==> src/hdl/assert_macros.svh <==
// Concurrent check helpers shared by the RTL.
`ifndef ASSERT_MACROS_SVH
`define ASSERT_MACROS_SVH

// Same-cycle implication, off while reset is asserted.
`define AST_IMP(label, clk, rst_n, ante, cons) \
    label: assert property (@(posedge clk) disable iff (!rst_n) (ante) |-> (cons)) \
        else $error("same-cycle check failed");

// Next-cycle implication, off while reset is asserted.
`define AST_NXT(label, clk, rst_n, ante, cons) \
    label: assert property (@(posedge clk) disable iff (!rst_n) (ante) |=> (cons)) \
        else $error("next-cycle check failed");

`endif

==> src/hdl/hdie_pkg.sv <==
`default_nettype none

package hdie_pkg;

    localparam int MAX_SF     = 12;
    localparam int MIN_SF     = 6;
    localparam int ROW_W      = 8;
    localparam int NIB_W      = 4;
    localparam int SYM_W      = 12;
    localparam int SF_W       = 4;
    localparam int RATE_W     = 3;
    localparam int POS_W      = 3;
    localparam int ROW_IDX_W  = $clog2(MAX_SF);
    localparam int CNT_W      = $clog2(MAX_SF + 1);
    localparam int QDEPTH     = 2;
    localparam int QPTR_W     = $clog2(QDEPTH);
    localparam int QCNT_W     = $clog2(QDEPTH + 1);
    localparam int CFG_IDX_W  = 2;
    localparam int CFG_DATA_W = 4;

    localparam logic [CFG_IDX_W-1:0] REG_SF   = 2'd0;
    localparam logic [CFG_IDX_W-1:0] REG_RATE = 2'd1;
    localparam logic [CFG_IDX_W-1:0] REG_LRO  = 2'd2;

    localparam logic [RATE_W-1:0] RATE_MIN = 3'd1;
    localparam logic [RATE_W-1:0] RATE_MAX = 3'd4;

    typedef logic [ROW_W-1:0] row_t;

    typedef struct packed {
        logic [SF_W-1:0]   sf;
        logic [RATE_W-1:0] rate;
        logic              lro;
    } cfg_t;

    // One complete interleave block with the shape it is emitted with
    typedef struct packed {
        row_t [MAX_SF-1:0] rows;
        logic [CNT_W-1:0]  nrows;
        logic [SF_W-1:0]   sf;
        logic [POS_W-1:0]  last_pos;
        logic              hdr;
    } blk_t;

    typedef struct packed {
        logic push;
        blk_t blk;
    } q_wr_t;

    typedef struct packed {
        logic avail;
        blk_t blk;
    } q_rd_t;

    function automatic logic [SF_W-1:0] eff_sf(input logic [SF_W-1:0] sf);
        logic [SF_W-1:0] s;
        s = sf;
        if (s < SF_W'(MIN_SF))
            s = SF_W'(MIN_SF);
        if (s > SF_W'(MAX_SF))
            s = SF_W'(MAX_SF);
        return s;
    endfunction

    function automatic logic [RATE_W-1:0] eff_rate(input logic [RATE_W-1:0] rate);
        logic [RATE_W-1:0] r;
        r = rate;
        if (r < RATE_MIN)
            r = RATE_MIN;
        if (r > RATE_MAX)
            r = RATE_MAX;
        return r;
    endfunction

    function automatic row_t hamming(input logic [NIB_W-1:0] nib,
                                     input logic [RATE_W-1:0] rate);
        logic d0, d1, d2, d3;
        row_t full;
        d0 = nib[0];
        d1 = nib[1];
        d2 = nib[2];
        d3 = nib[3];
        full = {d0, d1, d2, d3, d0 ^ d1 ^ d2, d1 ^ d2 ^ d3, d0 ^ d1 ^ d3, d0 ^ d2 ^ d3};
        if (rate <= RATE_MIN)
            return {3'b000, d0, d1, d2, d3, d0 ^ d1 ^ d2 ^ d3};
        return full >> (RATE_MAX - rate);
    endfunction

endpackage

`default_nettype wire

==> src/hdl/hdie_intf.sv <==
`default_nettype none

interface hdie_in_if;
    logic                       valid;
    logic                       ready;
    logic [hdie_pkg::NIB_W-1:0] nibble;
    logic                       in_header_block;
    logic                       flush_block;

    modport source (output valid, nibble, in_header_block, flush_block, input ready);
    modport sink   (input valid, nibble, in_header_block, flush_block, output ready);
endinterface

interface hdie_out_if;
    logic                       valid;
    logic                       ready;
    logic [hdie_pkg::SYM_W-1:0] symbol;
    logic                       last_of_block;
    logic                       from_header_block;

    modport source (output valid, symbol, last_of_block, from_header_block, input ready);
    modport sink   (input valid, symbol, last_of_block, from_header_block, output ready);
endinterface

interface hdie_cfg_if;
    logic                            valid;
    logic                            ready;
    logic [hdie_pkg::CFG_IDX_W-1:0]  index;
    logic [hdie_pkg::CFG_DATA_W-1:0] data;

    modport source (output valid, index, data, input ready);
    modport sink   (input valid, index, data, output ready);
endinterface

`default_nettype wire

==> src/hdl/hamming_diag_interleave_encoder.sv <==
// Channel | Dir | Payload                                       | Handshake
// nib_ch  | in  | nibble, in_header_block, flush_block           | valid/ready
// sym_ch  | out | symbol, last_of_block, from_header_block       | valid/ready
// cfg     | in  | index (0 sf, 1 code rate, 2 low rate opt), data| valid/ready
//
// nib_ch is ready unless both block slots of the queue are full.
// A finished block is loaded into the emitter, which then gives one symbol a
// cycle while sym_ch is ready, 4+rate symbols in all; rows, rate and sf are
// fixed when the block closes. sym_ch stalls hold the emitter only; the
// encoder keeps filling blocks until both queue slots are taken.
// Reset is asynchronous, active low; config writes are always ready.
`default_nettype none
`include "assert_macros.svh"

module hamming_diag_interleave_encoder (
    input  logic       clk,
    input  logic       rst_n,
    hdie_in_if.sink    nib_ch,
    hdie_out_if.source sym_ch,
    hdie_cfg_if.sink   cfg
);
    import hdie_pkg::*;

    logic [SF_W-1:0]   sf_reg;
    logic [RATE_W-1:0] rate_reg;
    logic              lro_reg;

    cfg_t              cfg_cur;
    q_wr_t             q_wr;
    q_rd_t             q_rd;
    logic              q_full;
    logic              q_pop;
    logic              nib_take;

    assign cfg.ready    = 1'b1;
    assign cfg_cur.sf   = sf_reg;
    assign cfg_cur.rate = rate_reg;
    assign cfg_cur.lro  = lro_reg;
    assign nib_take     = nib_ch.valid && nib_ch.ready;

    always_ff @(posedge clk or negedge rst_n)
    begin
        if (!rst_n)
        begin
            sf_reg   <= SF_W'(7);
            rate_reg <= RATE_MIN;
            lro_reg  <= 1'b0;
        end
        else if (cfg.valid && cfg.ready)
        begin
            unique case (cfg.index)
                REG_SF:   sf_reg   <= cfg.data[SF_W-1:0];
                REG_RATE: rate_reg <= cfg.data[RATE_W-1:0];
                REG_LRO:  lro_reg  <= cfg.data[0];
                default:  ;
            endcase
        end
    end

    hdie_front u_front (
        .clk    (clk),
        .rst_n  (rst_n),
        .cfg    (cfg_cur),
        .nib_ch (nib_ch),
        .q_full (q_full),
        .q_wr   (q_wr)
    );

    hdie_queue u_queue (
        .clk   (clk),
        .rst_n (rst_n),
        .q_wr  (q_wr),
        .pop   (q_pop),
        .full  (q_full),
        .q_rd  (q_rd)
    );

    hdie_back u_back (
        .clk    (clk),
        .rst_n  (rst_n),
        .q_rd   (q_rd),
        .pop    (q_pop),
        .sym_ch (sym_ch)
    );

    `AST_IMP(a_push_has_room, clk, rst_n, q_wr.push, !q_full)
    `AST_IMP(a_pop_has_block, clk, rst_n, q_pop, q_rd.avail)
    `AST_IMP(a_flush_ends_block, clk, rst_n, nib_take && nib_ch.flush_block, q_wr.push)
    `AST_NXT(a_push_lands, clk, rst_n, q_wr.push && !q_pop, q_rd.avail)

endmodule

`default_nettype wire

==> src/hdl/hdie_front.sv <==
`default_nettype none

module hdie_front (
    input  logic            clk,
    input  logic            rst_n,
    input  hdie_pkg::cfg_t  cfg,
    hdie_in_if.sink         nib_ch,
    input  logic            q_full,
    output hdie_pkg::q_wr_t q_wr
);
    import hdie_pkg::*;

    row_t [MAX_SF-1:0] rows_reg;
    logic [CNT_W-1:0]  fill_reg;
    logic              hdr_reg;

    logic              accept;
    logic              blk_hdr;
    logic [SF_W-1:0]   sf_e;
    logic [RATE_W-1:0] rate;
    logic [CNT_W-1:0]  nrows;
    logic [CNT_W-1:0]  fill_inc;
    logic              done;
    row_t [MAX_SF-1:0] rows_upd;
    row_t [MAX_SF-1:0] rows_out;

    assign nib_ch.ready = !q_full;
    assign accept       = nib_ch.valid && nib_ch.ready;

    always_comb
    begin
        // the first nibble of a block decides its kind
        blk_hdr = (fill_reg == '0) ? nib_ch.in_header_block : hdr_reg;
        sf_e    = eff_sf(cfg.sf);
        rate    = blk_hdr ? RATE_MAX : eff_rate(cfg.rate);
        if (blk_hdr || cfg.lro)
            nrows = CNT_W'(sf_e - SF_W'(2));
        else
            nrows = CNT_W'(sf_e);

        rows_upd = rows_reg;
        fill_inc = fill_reg;
        if (fill_reg < CNT_W'(MAX_SF))
        begin
            rows_upd[fill_reg[ROW_IDX_W-1:0]] = hamming(nib_ch.nibble, rate);
            fill_inc = fill_reg + CNT_W'(1);
        end
        done = nib_ch.flush_block || (fill_inc >= nrows);

        // rows past the fill level are padding and go out as zero
        for (int k = 0; k < MAX_SF; k++)
            rows_out[k] = (CNT_W'(k) < fill_inc) ? rows_upd[k] : '0;

        q_wr.push          = accept && done;
        q_wr.blk.rows      = rows_out;
        q_wr.blk.nrows     = nrows;
        q_wr.blk.sf        = sf_e;
        q_wr.blk.last_pos  = POS_W'(rate + RATE_W'(3));
        q_wr.blk.hdr       = blk_hdr;
    end

    always_ff @(posedge clk or negedge rst_n)
    begin
        if (!rst_n)
        begin
            fill_reg <= '0;
            hdr_reg  <= 1'b0;
        end
        else if (accept)
        begin
            hdr_reg  <= blk_hdr;
            fill_reg <= done ? '0 : fill_inc;
        end
    end

    always_ff @(posedge clk)
    begin
        if (accept)
            rows_reg <= rows_upd;
    end

endmodule

`default_nettype wire

==> src/hdl/hdie_queue.sv <==
`default_nettype none

module hdie_queue (
    input  logic            clk,
    input  logic            rst_n,
    input  hdie_pkg::q_wr_t q_wr,
    input  logic            pop,
    output logic            full,
    output hdie_pkg::q_rd_t q_rd
);
    import hdie_pkg::*;

    blk_t              mem [QDEPTH];
    logic [QPTR_W-1:0] wr_ptr_reg;
    logic [QPTR_W-1:0] rd_ptr_reg;
    logic [QCNT_W-1:0] cnt_reg;

    assign full       = (cnt_reg == QCNT_W'(QDEPTH));
    assign q_rd.avail = (cnt_reg != '0);
    assign q_rd.blk   = mem[rd_ptr_reg];

    always_ff @(posedge clk or negedge rst_n)
    begin
        if (!rst_n)
        begin
            wr_ptr_reg <= '0;
            rd_ptr_reg <= '0;
            cnt_reg    <= '0;
        end
        else
        begin
            if (q_wr.push)
                wr_ptr_reg <= wr_ptr_reg + QPTR_W'(1);
            if (pop)
                rd_ptr_reg <= rd_ptr_reg + QPTR_W'(1);
            if (q_wr.push && !pop)
                cnt_reg <= cnt_reg + QCNT_W'(1);
            else if (pop && !q_wr.push)
                cnt_reg <= cnt_reg - QCNT_W'(1);
        end
    end

    always_ff @(posedge clk)
    begin
        if (q_wr.push)
            mem[wr_ptr_reg] <= q_wr.blk;
    end

endmodule

`default_nettype wire

==> src/hdl/hdie_back.sv <==
`default_nettype none

module hdie_back (
    input  logic            clk,
    input  logic            rst_n,
    input  hdie_pkg::q_rd_t q_rd,
    output logic            pop,
    hdie_out_if.source      sym_ch
);
    import hdie_pkg::*;

    logic              busy_reg;
    row_t [MAX_SF-1:0] rot_reg;
    logic [POS_W-1:0]  pos_reg;
    logic [CNT_W-1:0]  nrows_reg;
    logic [SF_W-1:0]   sf_reg;
    logic              hdr_reg;

    logic              ov_reg;
    logic [SYM_W-1:0]  sym_reg;
    logic              last_reg;
    logic              ohdr_reg;

    logic              advance;
    logic              step;
    row_t [MAX_SF-1:0] rot_ld;
    row_t [MAX_SF-1:0] rot_adv;
    logic [CNT_W-1:0]  ld_idx;
    logic [MAX_SF-1:0] col_left;
    logic [MAX_SF-1:0] col;
    logic [MAX_SF-1:0] bin;
    logic [SYM_W-1:0]  shifted;
    logic [SYM_W-1:0]  sym_mask;
    logic [SYM_W-1:0]  sym;

    assign advance = !ov_reg || sym_ch.ready;
    assign step    = busy_reg && advance;
    assign pop     = !busy_reg && q_rd.avail;

    always_comb
    begin
        // column 0 reads rows R-1 down to 0, MSB first
        for (int k = 0; k < MAX_SF; k++)
        begin
            ld_idx = q_rd.blk.nrows - CNT_W'(1) - CNT_W'(k);
            if (CNT_W'(k) < q_rd.blk.nrows)
                rot_ld[k] = q_rd.blk.rows[ld_idx[ROW_IDX_W-1:0]];
            else
                rot_ld[k] = '0;
        end

        // each later column starts one row further on
        ld_idx     = nrows_reg - CNT_W'(1);
        rot_adv[0] = rot_reg[ld_idx[ROW_IDX_W-1:0]];
        for (int k = 1; k < MAX_SF; k++)
            rot_adv[k] = rot_reg[k-1];

        for (int j = 0; j < MAX_SF; j++)
            col_left[MAX_SF-1-j] = (CNT_W'(j) < nrows_reg) ? rot_reg[j][pos_reg] : 1'b0;
        col = col_left >> (CNT_W'(MAX_SF) - nrows_reg);

        for (int k = 0; k < MAX_SF; k++)
            bin[k] = ^(col >> k);

        shifted  = SYM_W'(bin) << (sf_reg - SF_W'(nrows_reg));
        sym_mask = ~({SYM_W{1'b1}} << sf_reg);
        sym      = (shifted + SYM_W'(1)) & sym_mask;
    end

    always_ff @(posedge clk or negedge rst_n)
    begin
        if (!rst_n)
        begin
            busy_reg <= 1'b0;
            ov_reg   <= 1'b0;
        end
        else
        begin
            if (pop)
                busy_reg <= 1'b1;
            else if (step && (pos_reg == '0))
                busy_reg <= 1'b0;

            if (sym_ch.valid && sym_ch.ready)
                ov_reg <= 1'b0;
            if (step)
                ov_reg <= 1'b1;
        end
    end

    always_ff @(posedge clk)
    begin
        if (pop)
        begin
            rot_reg   <= rot_ld;
            pos_reg   <= q_rd.blk.last_pos;
            nrows_reg <= q_rd.blk.nrows;
            sf_reg    <= q_rd.blk.sf;
            hdr_reg   <= q_rd.blk.hdr;
        end
        else if (step)
        begin
            rot_reg <= rot_adv;
            pos_reg <= pos_reg - POS_W'(1);
        end

        if (step)
        begin
            sym_reg  <= sym;
            last_reg <= (pos_reg == '0);
            ohdr_reg <= hdr_reg;
        end
    end

    assign sym_ch.valid             = ov_reg;
    assign sym_ch.symbol            = sym_reg;
    assign sym_ch.last_of_block     = last_reg;
    assign sym_ch.from_header_block = ohdr_reg;

endmodule

`default_nettype wire

==> src/flat_wrapper.sv <==
// flat-port wrapper written by rule: the top's interface ports become plain ports
module hamming_diag_interleave_encoder_flat import hdie_pkg::*;
  (clk, rst_n, nib_ch_valid, nib_ch_nibble, nib_ch_in_header_block, nib_ch_flush_block, nib_ch_ready, sym_ch_valid, sym_ch_symbol, sym_ch_last_of_block, sym_ch_from_header_block, sym_ch_ready, cfg_valid, cfg_index, cfg_data, cfg_ready);
  hdie_in_if nib_ch_i ();
  hdie_out_if sym_ch_i ();
  hdie_cfg_if cfg_i ();
  input  logic clk;
  input  logic rst_n;
  input wire logic [$bits(nib_ch_i.valid)-1:0] nib_ch_valid;
  input wire logic [$bits(nib_ch_i.nibble)-1:0] nib_ch_nibble;
  input wire logic [$bits(nib_ch_i.in_header_block)-1:0] nib_ch_in_header_block;
  input wire logic [$bits(nib_ch_i.flush_block)-1:0] nib_ch_flush_block;
  output wire logic [$bits(nib_ch_i.ready)-1:0] nib_ch_ready;
  output wire logic [$bits(sym_ch_i.valid)-1:0] sym_ch_valid;
  output wire logic [$bits(sym_ch_i.symbol)-1:0] sym_ch_symbol;
  output wire logic [$bits(sym_ch_i.last_of_block)-1:0] sym_ch_last_of_block;
  output wire logic [$bits(sym_ch_i.from_header_block)-1:0] sym_ch_from_header_block;
  input wire logic [$bits(sym_ch_i.ready)-1:0] sym_ch_ready;
  input wire logic [$bits(cfg_i.valid)-1:0] cfg_valid;
  input wire logic [$bits(cfg_i.index)-1:0] cfg_index;
  input wire logic [$bits(cfg_i.data)-1:0] cfg_data;
  output wire logic [$bits(cfg_i.ready)-1:0] cfg_ready;
  assign nib_ch_i.valid = nib_ch_valid;
  assign nib_ch_i.nibble = nib_ch_nibble;
  assign nib_ch_i.in_header_block = nib_ch_in_header_block;
  assign nib_ch_i.flush_block = nib_ch_flush_block;
  assign nib_ch_ready = nib_ch_i.ready;
  assign sym_ch_valid = sym_ch_i.valid;
  assign sym_ch_symbol = sym_ch_i.symbol;
  assign sym_ch_last_of_block = sym_ch_i.last_of_block;
  assign sym_ch_from_header_block = sym_ch_i.from_header_block;
  assign sym_ch_i.ready = sym_ch_ready;
  assign cfg_i.valid = cfg_valid;
  assign cfg_i.index = cfg_index;
  assign cfg_i.data = cfg_data;
  assign cfg_ready = cfg_i.ready;
  hamming_diag_interleave_encoder u_core (.clk(clk), .rst_n(rst_n), .nib_ch(nib_ch_i), .sym_ch(sym_ch_i), .cfg(cfg_i));
endmodule
==> config.mk <==
export PLATFORM = sky130hd
export DESIGN_NAME = hamming_diag_interleave_encoder_flat
export DESIGN_NICKNAME = d
export VERILOG_FILES = /design/src/hdl/hdie_pkg.sv /design/src/hdl/hdie_intf.sv /design/src/hdl/hamming_diag_interleave_encoder.sv /design/src/hdl/hdie_front.sv /design/src/hdl/hdie_queue.sv /design/src/hdl/hdie_back.sv /design/src/flat_wrapper.sv
export VERILOG_INCLUDE_DIRS = /design/src /design/src/hdl
export SDC_FILE = /design/constraint.sdc
export NUM_CORES = 1
export LEC_CHECK = 0
export CAP_MARGIN = 10
export CORE_MARGIN = 2
export CORE_UTILIZATION = 30
export DETAILED_ROUTE_END_ITERATION = 12
export DONT_BUFFER_PORTS = 1
export PLACE_DENSITY_LB_ADDON = 0.3
export SKIP_CTS_REPAIR_TIMING = 1
export SYNTH_ARGS = -nofsm -noshare
export SYNTH_HDL_FRONTEND = slang
export SYNTH_SLANG_ARGS = --single-unit
==> constraint.sdc <==
create_clock -name clk -period 9.38 [get_ports clk]
set_clock_uncertainty 0.15 [all_clocks]
set_input_delay 0.938 -clock clk [delete_from_list [all_inputs] [get_ports clk]]
set_output_delay 0.938 -clock clk [all_outputs]
set_load 0.01 [all_outputs]
-- After elaboration in Yosys (flattened, before gate mapping)
Memories as Yosys holds them, arrays and structs flattened.
Cells that the tools add are included.
- register bits after elaboration: 237
- RAM bits: 216
- input bits: 17
- output and inout port bits: 17
- logic and storage cells: 299
- memories: 1
- memories (memory ; words ; bits a word ; rd ports ; clocked after Yosys merged registers in ; wr ports ; line ; text):
    u_core.u_queue.mem ; 2 ; 108 ; 1 ; 0 ; 1 ; hdie_queue.sv:13 ; blk_t mem [QDEPTH];
- add/sub/neg operators: 25
- magnitude comparators: 59
- eq/ne operators: 3
- shift-type cells: 4
- muxes and demuxes: 116
- bitwise gates (word level): 10
- reduce and logical (&&, ||, !) cells: 40
- operator list (operator ; count):
    8-bit binary-select mux with 4-bit select ; 13
    8-bit two-way mux ; 41
    96-bit two-way mux ; 3
    12-bit parity ; 12
    96-bit bitwise mux ; 1
    4-bit by 5-bit < comparator with 1-bit output, second input constant ; 14
    3-bit by 4-bit < comparator with 1-bit output, first input constant ; 12
    4-bit < comparator, first input constant ; 12
    1-bit binary-select mux with 3-bit select ; 12
    1-bit two-way mux ; 33
    8-bit demux with 4-bit select ; 1
    1-bit by 4-bit < comparator with 1-bit output, first input constant ; 6
    2-bit by 4-bit < comparator with 1-bit output, first input constant ; 6
    4-bit two-way mux ; 5
    4-bit by 3-bit subtractor with 4-bit output, second input constant ; 4
    4-bit subtractor, second input constant ; 4
    3-bit two-way mux ; 5
    12-bit by 1-bit adder with 12-bit output, second input constant ; 1
    12-bit bitwise AND ; 1
    12-bit NOT ; 1
    12-bit by 4-bit << shifter with 12-bit output ; 1
    12-bit by 4-bit << shifter with 12-bit output, first input constant ; 1
    12-bit by 4-bit >> shifter with 12-bit output ; 1
    4-bit by 1-bit subtractor with 4-bit output, second input constant ; 3
    32 further kinds ; 64

-- Longest topological paths before layout
- depth in word-level cells: 13
- gate-level depth with buffers: 22
- gate-level depth less buffers: 18

-- Cells and area by module
A second synthesis with hierarchy kept.
- cell total of the unflattened synthesis: 2483
- area, all modules: 27498.9 um^2
- by module, submodules not included (module ; times used ; cells an instance ; area each (um^2) ; sequential area each (um^2)):
    hdie_back ; 1 ; 1412 ; 12834.8 ; 3713.6
    hdie_queue ; 1 ; 352 ; 8007.7 ; 6586.3
    hdie_front ; 1 ; 698 ; 6316.1 ; 3007.9
    hamming_diag_interleave_encoder ; 1 ; 21 ; 340.3 ; 205.2

-- Worst setup path before layout
Ideal clock, no wire load.
- path type: input-to-reg
- from: input nib_ch_valid
- to: memory u_core.u_queue.mem[0][0] (netlist name) (enable)
- setup time: 587 ps
- data arrival time: 8148 ps
- data required time: 8643 ps
- slack: 495 ps
- cell stages on the path: 4
- buffers on the path: 0
- cells stage by stage: nand2_1 -> inv_1 -> and2_0 -> nor2b_1
- word-level cells in the longest chain between the ends: 4
- ends and longest elaborated chain (element ; line ; text):
    from (decl) ; flat_wrapper.sv:9 ; input wire logic [$bits(nib_ch_i.valid)-1:0] nib_ch_valid;
    1-bit logical AND ; hdie_front.sv:28 ; assign accept = nib_ch.valid && nib_ch.ready;
    named net u_core.u_front.accept ; hdie_front.sv:17 ; logic accept;
    1-bit logical AND ; hdie_front.sv:54 ; q_wr.push = accept && done;
    1-bit two-way mux ; hdie_queue.sv:45 ; if (q_wr.push)
    1-bit two-way mux (not written as such) ; hdie_queue.sv:46 ; mem[wr_ptr_reg] <= q_wr.blk;
    to (decl) ; hdie_queue.sv:13 ;
The timed path passes the listed nets, and every way through them passes these cells.

-- Worst setup path after layout
- from: register u_core.u_back.nrows_reg[0]
- to: register u_core.u_back.sym_reg[10], in the netlist u_core.u_back.sym_ch.symbol[10] (data pin)
- word-level cells in the longest chain between the ends: 7
- elaborated cells on any way between the ends: 42
- classes of those cells: 3 x add/sub; 12 x order compare; 2 x shift; 12 x mux; 1 x bitwise; 12 x reduce/logical
- ends and longest elaborated chain (element ; line ; text):
    from (decl) ; hdie_back.sv:15 ; logic [CNT_W-1:0] nrows_reg;
    from (signal assigned) ; hdie_back.sv:97 ; nrows_reg <= q_rd.blk.nrows;
    4-bit < comparator (tied with other cells) ; hdie_back.sv:59 ; col_left[MAX_SF-1-j] = (CNT_W'(j) < nrows_reg) ? rot_reg[j][pos_reg] : 1'b0;
    1-bit two-way mux ; hdie_back.sv:59 ;
    12-bit by 4-bit >> shifter with 12-bit output ; hdie_back.sv:60 ; col = col_left >> (CNT_W'(MAX_SF) - nrows_reg);
    12-bit parity ; hdie_back.sv:63 ; bin[k] = ^(col >> k);
    12-bit by 4-bit << shifter with 12-bit output (*) ; hdie_back.sv:65 ; shifted = SYM_W'(bin) << (sf_reg - SF_W'(nrows_reg));
    12-bit by 1-bit adder with 12-bit output (*) ; hdie_back.sv:67 ; sym = (shifted + SYM_W'(1)) & sym_mask;
    12-bit bitwise AND (*) ; hdie_back.sv:67 ;
    named net u_core.u_back.sym[10] ; hdie_back.sv:34 ; logic [SYM_W-1:0] sym;
    to (signal assigned) ; hdie_back.sv:109 ; sym_reg <= sym;
    to (decl) ; hdie_back.sv:20 ; logic [SYM_W-1:0] sym_reg;
Mark *: on every way through the listed nets, which the timed path passes. The rest lies on a longest branch.
A chain may end at the register's enable or synchronous reset.

==> results.md <==
* Yosys warning count at 0
* Clk sink count at 450
* Commonest cells post-synth: edfxtp_1 (431), nand2_1 (344), mux2i_1 (281), o21ai_0 (274), nor2_1 (196)
* Drt first pass iters at 8
* Endpoints failing hold at 0
* Max clock buf depth at 3
* Core Area at 89600 sq um
* Crit-path cells: buf_4 > inv_1 > ha_2 > inv_1 > nor2_1 > a22oi_1 > a221oi_2 > nor4_1 > or2_2 > or4_4 > nand2_4 > xnor2_1 > and2_1 > ha_1 > and3_1 > and4_1 > nand2_1 > mux2_4
* R2R setup slack at 2.59 ns
* Slew headroom at 0.216
* Placed Instances at 3647
* Routing usage on met3 at 0.0216
* Gate Count Post-Synth at 2602
* Clock root buffer: clkbuf_16
* Cell row count at 110
* Post-route cell area at 29800 sq um
* Max Clock Freq at 0.147 GHz
* Fin. max-slew vios at 0
* Finished Layout Cells at 3744
* CP peak stage delay at 0.73 ns
* Seq/Total Area, Yosys at 0.497
* R2R depth at 18
* Boundary Pins at 34
* Residual DRC at 0
* Max FO, Critical Path at 47
* Die Wd at 304 microns
* EDFF count, synth at 431
* Yosys top cell by area: edfxtp_1
* Worst-Margin Slew at 1.18 ns
* Post-Syn Nets at 2650
* Area growth, synth to finish at 10.6%
* Via Count at 19.4k
* RSZ-0062 raised after global routing: no
* Die Area at 92400 sq um
* Routed wire length at 78.0 mm
* Initial antenna violation count at 2
* Most used cell, CP: inv_1
* H-Tree Depth at 2
* Most numerous cell in the Yosys netlist: edfxtp_1
* First-pass GRT wire length at 117 mm
* GP Congestion at 0.923
* Initial DRC Count at 1744
* Yosys top cell area share at 0.479
* Synth async-reset ratio at 0.0422
* Mean Syn Cell Area at 10.4 sq um
* Die Y at 304 microns
* Worst min path class: input pin to asynchronous set/reset pin
* Antenna viol nets, final at 0
* Largest net degree at the start of global routing at 105
* Routed length per instance at 20.8 microns
* Final period util at 0.724
* Met2 Use GR at 0.267
* Setup TNS at 0 ns
* CTS Buf Count at 50
* Max_cap viols at 0
* Vias in the first global route at 18.4k
* Gr usage total at 0.165
* # fillers at 8985
* CP arrival at 7.00 ns
* CP required at 9.59 ns
* Remaining Overflow, GRT at 0
* DR vias/cell at 5.18
* Layout cells sized above 1 at 0.104
* Unique cell type count in the Yosys netlist at 89
* Synth top area cells: edfxtp_1 (48%), mux2i_1 (10%), o21ai_0 (5.1%)
* Setup CP Type: flip-flop to flip-flop
* Most used DFF post-synth: edfxtp_1
* Clock tree from TritonCTS: yes
* Post-Syn Area at 27000 sq um
* Crit end category: flip-flop
* GR Util met1 at 0.228
* Final net count at 2573
* Reg-to-reg endpoint: u_core.u_back.sym_ch.symbol[10]
* Critical path origin: u_core.u_back.nrows_reg[0]
* Clock latency on the worst-skew pair at 0.61 ns
* Placed cell areas at 28100 sq um
* Status: complete, no violations
* Final setup fails at 0
* Tmin final at 6.79 ns
* Number of flip-flops in the largest register at 214
* Initial Util at 0.301
* Startpoint Class: flip-flop
* Slowest cell on crit path: nor2_1
* Worst Setup EP: u_core.u_back.sym_ch.symbol[10]
* Most Used Layer, Global Route: met2
* Post-DP HPWL at 56.4 mm
* Worst R2R Start: u_core.u_back.nrows_reg[0]
* FF+latch count, synth at 450
* I/O Buffers at 0
* Clock-pin slew of the registers on the worst-case setup and hold paths at 0.06 ns
-- cell type report --
class / instances / area (sq um) / share of cell area
Timing Repair Buffer: 39 / 298 / 0.00998
Clock inverter: 27 / 340 / 0.0114
Antenna cell: 1 / 2.50 / 0.0000838
Inverter: 35 / 134 / 0.00449
Tap cell: 1176 / 1470 / 0.0493
Clock buffer: 67 / 1360 / 0.0455
Sequential cell: 450 / 13400 / 0.450
Multi-Input combinational cell: 1949 / 12800 / 0.429
-- how the worst min path moves through the flow --
stage / end / slack (ns) / cells after the start
2_1_floorplan: u_core.u_back.sym_ch.from_header_block / 0.25 / 0
3_3_place_gp: u_core.u_back.sym_ch.from_header_block / 0.28 / 0
6_report: u_core.rate_reg[0] / 0.02 / 0
5_1_grt: u_core.rate_reg[0] / 0.0002 / 0
3_5_place_dp: u_core.u_back.sym_ch.from_header_block / 0.28 / 0
4_1_cts: u_core.sf_reg[3] / -0.17 / 0
-- through the flow --
step | setup slack, ns | hold WS (ns) | util
2_1_floorplan | 0.495 | 0.250 | -
3_3_place_gp | 2.79 | 0.276 | 0.314
6_report | 2.59 | 0.0183 | 0.333
4_1_cts | 2.69 | -0.167 | 0.333
5_1_grt | 2.17 | 0.000241 | 0.333
3_5_place_dp | 2.69 | 0.278 | 0.314
-- cells by family after synthesis --
kind of cell | Yosys count | synth area share
adder cells (fa/ha/maj) | 31 | 0.0144
buffers and inverters | 203 | 0.0311
flip-flops | 450 | 0.497
AND/OR/NAND/NOR | 793 | 0.132
AO/OA/AOI/OAI | 659 | 0.142
other | 1 | 0.000139
multiplexers | 396 | 0.160
XOR/XNOR | 69 | 0.0229
-- metal layers --
layer  vias up  routed length [microns]  part of all wire
li1       9450                        -                 -
met1      9393                    35800              0.46
met2       485                    36100              0.46
met3        84                     3810             0.049
met4         0                     2230             0.029
met5         -                        0                 0
-- layout by cell type (no fill, tap or decap), types with 14 or more instances in the layout --
cell type and count:
nor3_1 42, o211ai_1 14, inv_1 29, nor2_1 196
dfrtp_1 14, a21oi_1 189, mux2i_1 280, a22oi_1 29
mux4_2 18, a31oi_1 21, mux2_2 96, and2_1 14
a211oi_1 41, buf_4 37, clkbuf_16 52, xnor2_1 39
nand2_1 343, clkbuf_1 15, nor2b_1 127, xor2_1 23
ha_1 30, o21ai_0 274, nand3_1 20, edfxtp_1 431
-- critical path, delay by kind of cell (launching register included) --
family	cells	cell delay (ns)
buf+inv	3	1.38
xor+xnor	1	0.13
mux	1	0.29
simple gates	9	2.66
compound gates	2	0.89
fa+ha+maj	2	0.68
flops	1	0.31
Power is not shown: default switching activity piles up to over one toggle a cycle in this logic, so the estimate is an artifact.
